--- config.mk ---
export PLATFORM = sky130hd
export DESIGN_NAME = tcw_sequencer
export DESIGN_NICKNAME = d
export VERILOG_FILES = /design/src/design/tcw_pkg.sv /design/src/design/tcw_sequencer.sv
export SDC_FILE = /design/constraint.sdc
export NUM_CORES = 1
export LEC_CHECK = 0
export BUFFER_PORTS_ARGS = -buffer_cell sky130_fd_sc_hd__buf_2
export CORE_MARGIN = 2
export CORE_UTILIZATION = 55
export CTS_CLUSTER_SIZE = 24
export DETAILED_ROUTE_END_ITERATION = 6
export MAX_ROUTING_LAYER = met4
export PLACE_DENSITY = 0.82
export SYNTH_ARGS = -nofsm -noshare
export SYNTH_HDL_FRONTEND = slang
export SYNTH_SLANG_ARGS = --single-unit
--- constraint.sdc ---
create_clock -name clk -period 2.9 [get_ports clk]
set_input_delay 0.87 -clock clk [delete_from_list [all_inputs] [get_ports clk]]
set_output_delay 0.87 -clock clk [all_outputs]
set_load 0.05 [all_outputs]
--- src/design/tcw_pkg.sv ---
// package for the text console cell writer: field widths, character codes,
// command codes, word and cell types, and the microcode table of the sequencer
// no dependencies
package tcw_pkg;

  localparam int COLUMNS_DEF = 80;
  localparam int ROWS_DEF    = 25;

  localparam int CMD_W  = 3;
  localparam int CHAR_W = 8;
  localparam int ATTR_W = 8;
  localparam int COL_W  = 7;
  localparam int ROW_W  = 5;
  localparam int CELL_W = CHAR_W + ATTR_W;
  localparam int STEP_W = 5;

  localparam logic [CHAR_W-1:0] CODE_BACKSPACE = 8'h08;
  localparam logic [CHAR_W-1:0] CODE_NEWLINE   = 8'h0A;
  localparam logic [CHAR_W-1:0] CODE_SPACE     = 8'h20;
  localparam logic [ATTR_W-1:0] DEFAULT_ATTR   = 8'h0F;

  typedef enum logic [CMD_W-1:0] {
    CMD_PUT_CUR   = 3'd0,
    CMD_PUT_POS   = 3'd1,
    CMD_BACKSPACE = 3'd2,
    CMD_CLEAR     = 3'd3,
    CMD_READ      = 3'd4
  } cmd_e;

  typedef struct packed {
    logic [CMD_W-1:0]  cmd;
    logic [CHAR_W-1:0] character;
    logic [ATTR_W-1:0] attribute;
    logic [COL_W-1:0]  col;
    logic [ROW_W-1:0]  row;
  } tcw_in_t;

  typedef struct packed {
    logic [COL_W-1:0]  cursor_col;
    logic [ROW_W-1:0]  cursor_row;
    logic [CHAR_W-1:0] cell_char;
    logic [ATTR_W-1:0] cell_attr;
    logic              scrolled;
  } tcw_out_t;

  typedef struct packed {
    logic [ATTR_W-1:0] attr;
    logic [CHAR_W-1:0] code;
  } cell_t;

  // microprogram steps
  typedef enum logic [STEP_W-1:0] {
    S_INIT, S_INITF, S_IDLE,
    S_PUT, S_PUTA, S_PUTW, S_ADV, S_NL, S_CHK,
    S_COPY, S_DRAIN, S_ZERO, S_UP, S_CUR, S_DONE,
    S_BACK, S_BACKA, S_BACKW,
    S_CLR, S_CLRF, S_CLRE,
    S_READ, S_READA, S_READR, S_READC
  } step_e;

  typedef enum logic [2:0] {
    POS_HOLD, POS_LOAD, POS_TARGET, POS_NEXT, POS_NEWLINE, POS_BACK, POS_UP, POS_HOME
  } pos_op_e;

  typedef enum logic [2:0] {
    RAM_NONE, RAM_WRITE_CHAR, RAM_WRITE_SPACE, RAM_READ, RAM_FILL_BLANK, RAM_FILL_ZERO,
    RAM_COPY
  } ram_op_e;

  typedef enum logic [1:0] {
    SW_HOLD, SW_CLEAR, SW_INC
  } sweep_op_e;

  typedef enum logic [3:0] {
    JC_NEXT, JC_GOTO, JC_LOOP_COPY, JC_LOOP_FILL, JC_IF_NEWLINE, JC_IF_BKSP,
    JC_IF_NO_SCROLL, JC_DISPATCH, JC_RETIRE
  } jc_e;

  typedef struct packed {
    pos_op_e   pos_op;
    logic      addr_ld;
    ram_op_e   ram_op;
    logic      attr_plain;
    sweep_op_e sw_op;
    logic      set_scr;
    logic      rd_cap;
    logic      cur_ld;
    jc_e       jc;
    step_e     target;
  } ctl_t;

  typedef struct packed {
    logic is_newline;
    logic is_bksp;
    logic no_scroll;
    logic copy_last;
    logic fill_last;
  } stat_t;

  localparam ctl_t CTL_NOP = '{
    pos_op: POS_HOLD, addr_ld: 1'b0, ram_op: RAM_NONE, attr_plain: 1'b0,
    sw_op: SW_HOLD, set_scr: 1'b0, rd_cap: 1'b0, cur_ld: 1'b0,
    jc: JC_NEXT, target: S_INIT
  };

  // entry step for each command
  function automatic step_e dispatch(logic [CMD_W-1:0] cmd);
    step_e s;
    unique case (cmd) inside
      CMD_PUT_CUR, CMD_PUT_POS: s = S_PUT;
      CMD_BACKSPACE:            s = S_BACK;
      CMD_CLEAR:                s = S_CLR;
      CMD_READ:                 s = S_READ;
      default:                  s = S_DONE;
    endcase
    return s;
  endfunction

  // control store
  function automatic ctl_t ucode_word(step_e s);
    ctl_t w;
    w = CTL_NOP;
    unique case (s)
      S_INIT:  w.sw_op = SW_CLEAR;
      S_INITF: begin
        w.ram_op = RAM_FILL_ZERO; w.sw_op = SW_INC;
        w.jc = JC_LOOP_FILL; w.target = S_INITF;
      end
      S_IDLE:  w.jc = JC_DISPATCH;
      S_PUT:   w.pos_op = POS_LOAD;
      S_PUTA:  begin
        w.addr_ld = 1'b1; w.jc = JC_IF_NEWLINE; w.target = S_NL;
      end
      S_PUTW:  begin
        w.ram_op = RAM_WRITE_CHAR; w.jc = JC_IF_BKSP; w.target = S_CUR;
      end
      S_ADV:   begin
        w.pos_op = POS_NEXT; w.jc = JC_GOTO; w.target = S_CHK;
      end
      S_NL:    w.pos_op = POS_NEWLINE;
      S_CHK:   begin
        w.sw_op = SW_CLEAR; w.jc = JC_IF_NO_SCROLL; w.target = S_CUR;
      end
      S_COPY:  begin
        w.ram_op = RAM_COPY; w.sw_op = SW_INC; w.set_scr = 1'b1;
        w.jc = JC_LOOP_COPY; w.target = S_COPY;
      end
      S_DRAIN: w.jc = JC_NEXT;
      S_ZERO:  begin
        w.ram_op = RAM_FILL_ZERO; w.sw_op = SW_INC;
        w.jc = JC_LOOP_FILL; w.target = S_ZERO;
      end
      S_UP:    w.pos_op = POS_UP;
      S_CUR:   w.cur_ld = 1'b1;
      S_DONE:  begin
        w.jc = JC_RETIRE; w.target = S_IDLE;
      end
      S_BACK:  w.pos_op = POS_BACK;
      S_BACKA: w.addr_ld = 1'b1;
      S_BACKW: begin
        w.ram_op = RAM_WRITE_SPACE; w.attr_plain = 1'b1;
        w.jc = JC_GOTO; w.target = S_CUR;
      end
      S_CLR:   begin
        w.sw_op = SW_CLEAR; w.pos_op = POS_HOME;
      end
      S_CLRF:  begin
        w.ram_op = RAM_FILL_BLANK; w.attr_plain = 1'b1; w.sw_op = SW_INC;
        w.jc = JC_LOOP_FILL; w.target = S_CLRF;
      end
      S_CLRE:  begin
        w.jc = JC_GOTO; w.target = S_CUR;
      end
      S_READ:  w.pos_op = POS_TARGET;
      S_READA: w.addr_ld = 1'b1;
      S_READR: w.ram_op = RAM_READ;
      S_READC: begin
        w.rd_cap = 1'b1; w.jc = JC_GOTO; w.target = S_DONE;
      end
      default: begin
        w.jc = JC_GOTO; w.target = S_IDLE;
      end
    endcase
    return w;
  endfunction

endpackage

--- src/design/tcw_sequencer.sv ---
// microprogram sequencer: step counter, control store lookup, jump logic
// depends on tcw_pkg
module tcw_sequencer import tcw_pkg::*; (
  input  logic             clk,
  input  logic             rst,
  input  logic             accept,
  input  logic [CMD_W-1:0] cmd,
  input  logic             out_free,
  input  stat_t            stat,
  output ctl_t             ctl
);

  step_e upc;
  step_e upc_next;
  step_e upc_inc;

  always_ff @(posedge clk) begin
    if (rst) begin
      upc <= S_INIT;
    end else begin
      upc <= upc_next;
    end
  end

  always_comb begin
    ctl     = ucode_word(upc);
    upc_inc = step_e'(upc + STEP_W'(1));
    unique case (ctl.jc)
      JC_NEXT:         upc_next = upc_inc;
      JC_GOTO:         upc_next = ctl.target;
      JC_LOOP_COPY:    upc_next = stat.copy_last ? upc_inc : ctl.target;
      JC_LOOP_FILL:    upc_next = stat.fill_last ? upc_inc : ctl.target;
      JC_IF_NEWLINE:   upc_next = stat.is_newline ? ctl.target : upc_inc;
      JC_IF_BKSP:      upc_next = stat.is_bksp ? ctl.target : upc_inc;
      JC_IF_NO_SCROLL: upc_next = stat.no_scroll ? ctl.target : upc_inc;
      JC_DISPATCH:     upc_next = accept ? dispatch(cmd) : upc;
      JC_RETIRE:       upc_next = out_free ? ctl.target : upc;
      default:         upc_next = S_IDLE;
    endcase
  end

endmodule

==> metrics.yaml <==
run_status:
  status: "completed"
timing:
  setup_viol: 0
  worst_pin_slew_ns: 0.5507
  relSlewSlack_pct: 63.15
  post-route-min-period_ns: 2.873
  timing.final.crit_share_pct: 99.06
  fin_worst_skew_ns: 0.005398
  hold_viol_final: 0
  drv_slew: 0
  holdWs_ns: 0.5766
  fmax_mhz: 348.1
  fin_tns_setup_ns: 0
  rsz0062_at_grt: "yes"
setup_path:
  worstSetupPathType: "flip-flop to output pin"
  worstPathArrival_ns: 2.00
  start_kind: "flip-flop"
  crit_required_ns: 2.03
  end_kind: "output pin"
  rr_worst_depth: 9
  crit_fanout: 6
floorplan:
  dieHeight_um: 54.88
  ios: 34
  die_area_um2: 3012
  rows: 18
  core_region_area_um2: 2455
  start_util_pct: 58.00
  die_x_um: 54.88
power_and_ir_drop:
  ir_drop_v: 0.001061
  p_leak_nw: 0.8556
  power.total_w: 0.002445
  p_per_area_nw_per_um2: 1244
place:
  hpwl_mm: 3.825
  port_buffers: 33
  placed_cells: 289
  gp_congestion: 0.9578
cells_and_area:
  insertedDiodeCount: 0
  final_util_pct: 80.07
  area_growth_pct: 38.05
  largest_reg_flops: 5
  drive_gt1_share_pct: 38.95
  num-fill-cells: 189
  final_cells: 297
  largest-register: "upc"
  largest_registers: "upc x5"
  fin_nets: 285
synthesis:
  yosysSeqAreaShare_pct: 7.030
  ys_ff_latch: 5
  synthCells: 216
  synth_area_leaders: "a21oi_1, dfxtp_1, nor2_1"
  synth_area_per_cell_um2: 6.592
  ys.flop_type: "dfxtp_1"
  yosysWarnings: 0
  synth_edf_count: 0
  syn_area_um2: 1424
  yosysMostFrequentCell: "nor2_1"
  synth_top_area_cell: "a21oi_1"
  synth_nets: 233
  synth.top_cell.area_share_pct: 7.381
  ys_top_cells_by_count: "nor2_1, a21oi_1, nand2_1"
  yosysUniqueCellTypes: 59
  async_flop_share_pct: 0
hold_path:
  min_path_cells: 2
  hp-class: "flip-flop to flip-flop"
clock_tree:
  clkLatencyLatePin_ns: 0.26
  clk_transition_reported_paths_ns: 0.05
  cts_max_level: 1
  clock_path_buffers: 2
  cts_tree: "built"
  clock-root-buffer: "clkbuf_4"
  cts-buffers-inserted: 3
  clock-sinks: 5
grt:
  antenna_found_initial: 0
  grt_pass1_wl_mm: 7.638
  grt_start_max_net_pins: 33
  track_usage_pct: 36.31
  grt-ovfl-total: 0
  grt_pass1_vias: 1558
routing:
  avgRoutedWirePerCell_um: 17.67
  routed_wl_mm: 5.247
  vias: 1973
  drc: 0
  initialDrtViolationCount: 149
  vias_per_cell: 6.643
  final_antenna_net_count: 0
  firstDrtPassIters: 5
flow_run:
  max_cap_viol_count: 0
==> power by group <==
part	switching [W]	total [W]	internal, W
registers	0.0000362	0.000135	0.0000990
logic	0.00138	0.00222	0.000846
clock network	0.0000337	0.0000861	0.0000523
==> path summary, 6_finish.rpt <==
kind / from / end / slack [ns]
setup / recovery: upc[1]$_SDFFE_PP0P_ / ctl[5] / 0.03
hold / removal: upc[1]$_SDFFE_PP0P_ / upc[1]$_SDFFE_PP0P_ / 0.58
setup reg to reg: upc[0]$_SDFFE_PP0P_ / upc[4]$_SDFFE_PP0P_ / 0.28
hold reg to reg: upc[1]$_SDFFE_PP0P_ / upc[1]$_SDFFE_PP0P_ / 0.58
==> layout by cell type, fill, tap and decap left out, types with 2 or more instances in the layout <==
cell type	instances
ha_4	3
o22ai_1	4
nand2_1	16
o21ai_0	8
clkbuf_4	3
nand2b_1	7
dfxtp_4	3
nor2_1	23
o31ai_1	7
nand3_1	7
nor2b_1	7
a21oi_1	21
buf_6	5
o21bai_1	2
inv_2	2
a311oi_1	2
buf_4	31
buf_2	27
inv_1	11
mux2i_1	3
and2_1	2
nor3b_1	4
o211ai_1	2
a211oi_1	3
or2_1	2
a211o_1	2
a31oi_2	2
ha_2	2
a31oi_1	2
a311oi_2	3
mux2_2	4
nor3_1	6
==> logic make-up (layout without fill, tap and decap cells) <==
family,Yosys count,count (layout),synth area share [%]
xor gates and xnor gates,1,1,0.6152
AOI/OAI and AO/OA,80,80,40.86
buffers and inverters,30,81,9.314
DFF,5,5,7.030
and+or+nand+nor,88,88,32.51
adders and majority gates,5,5,4.394
muxes,7,7,5.272
==> routing by layer <==
layer | track usage (%) | part of all wire [%] | wire, µm | vias to the layer above
met5 | - | 0 | 0 | -
met2 | 51.19 | 45 | 2366 | 126
met3 | 7.923 | 10 | 542 | 16
met1 | 53.00 | 43 | 2255 | 920
li1 | - | - | - | 911
met4 | 5.417 | 1.6 | 82 | 0
==> critical path, stage by stage (launching register included) <==
cell and delay, ns:
dfxtp_4 0.36, ha_4 0.18, inv_1 0.12, nor2_2 0.06, ha_2 0.18, a311oi_2 0.24, o21a_1 0.23, a31oi_2 0.12
inv_1 0.09, buf_6 0.15
==> cell type report <==
class | count | area [µm²] | share of cell area [%]
clock buffers | 4 | 26.28 | 1.337
inverters | 13 | 48.80 | 2.482
multi-input cells | 181 | 1296 | 65.94
flip-flops and latches | 5 | 112.6 | 5.729
well taps | 30 | 37.54 | 1.910
repair buffers | 64 | 444.2 | 22.60
==> through the flow <==
step,cell area (µm²),worst slack [ns]
2_1_floorplan,1451,-0.2531
3_3_place_gp,1785,0.03884
3_5_place_dp,1785,0.01145
4_1_cts,1888,0.0004801
5_1_grt,1966,-0.02503
6_report,1966,0.02735
==> repair_timing <==
item | 4_1_cts | 5_1_grt
pin swaps | 1 | 1
buffers inserted | 1 | 3
gates resized for setup | 19 | 19
hold buffers | 0 | 0
setup endpoints to repair | 8 | 7
Power figures use the tool's default switching activity.
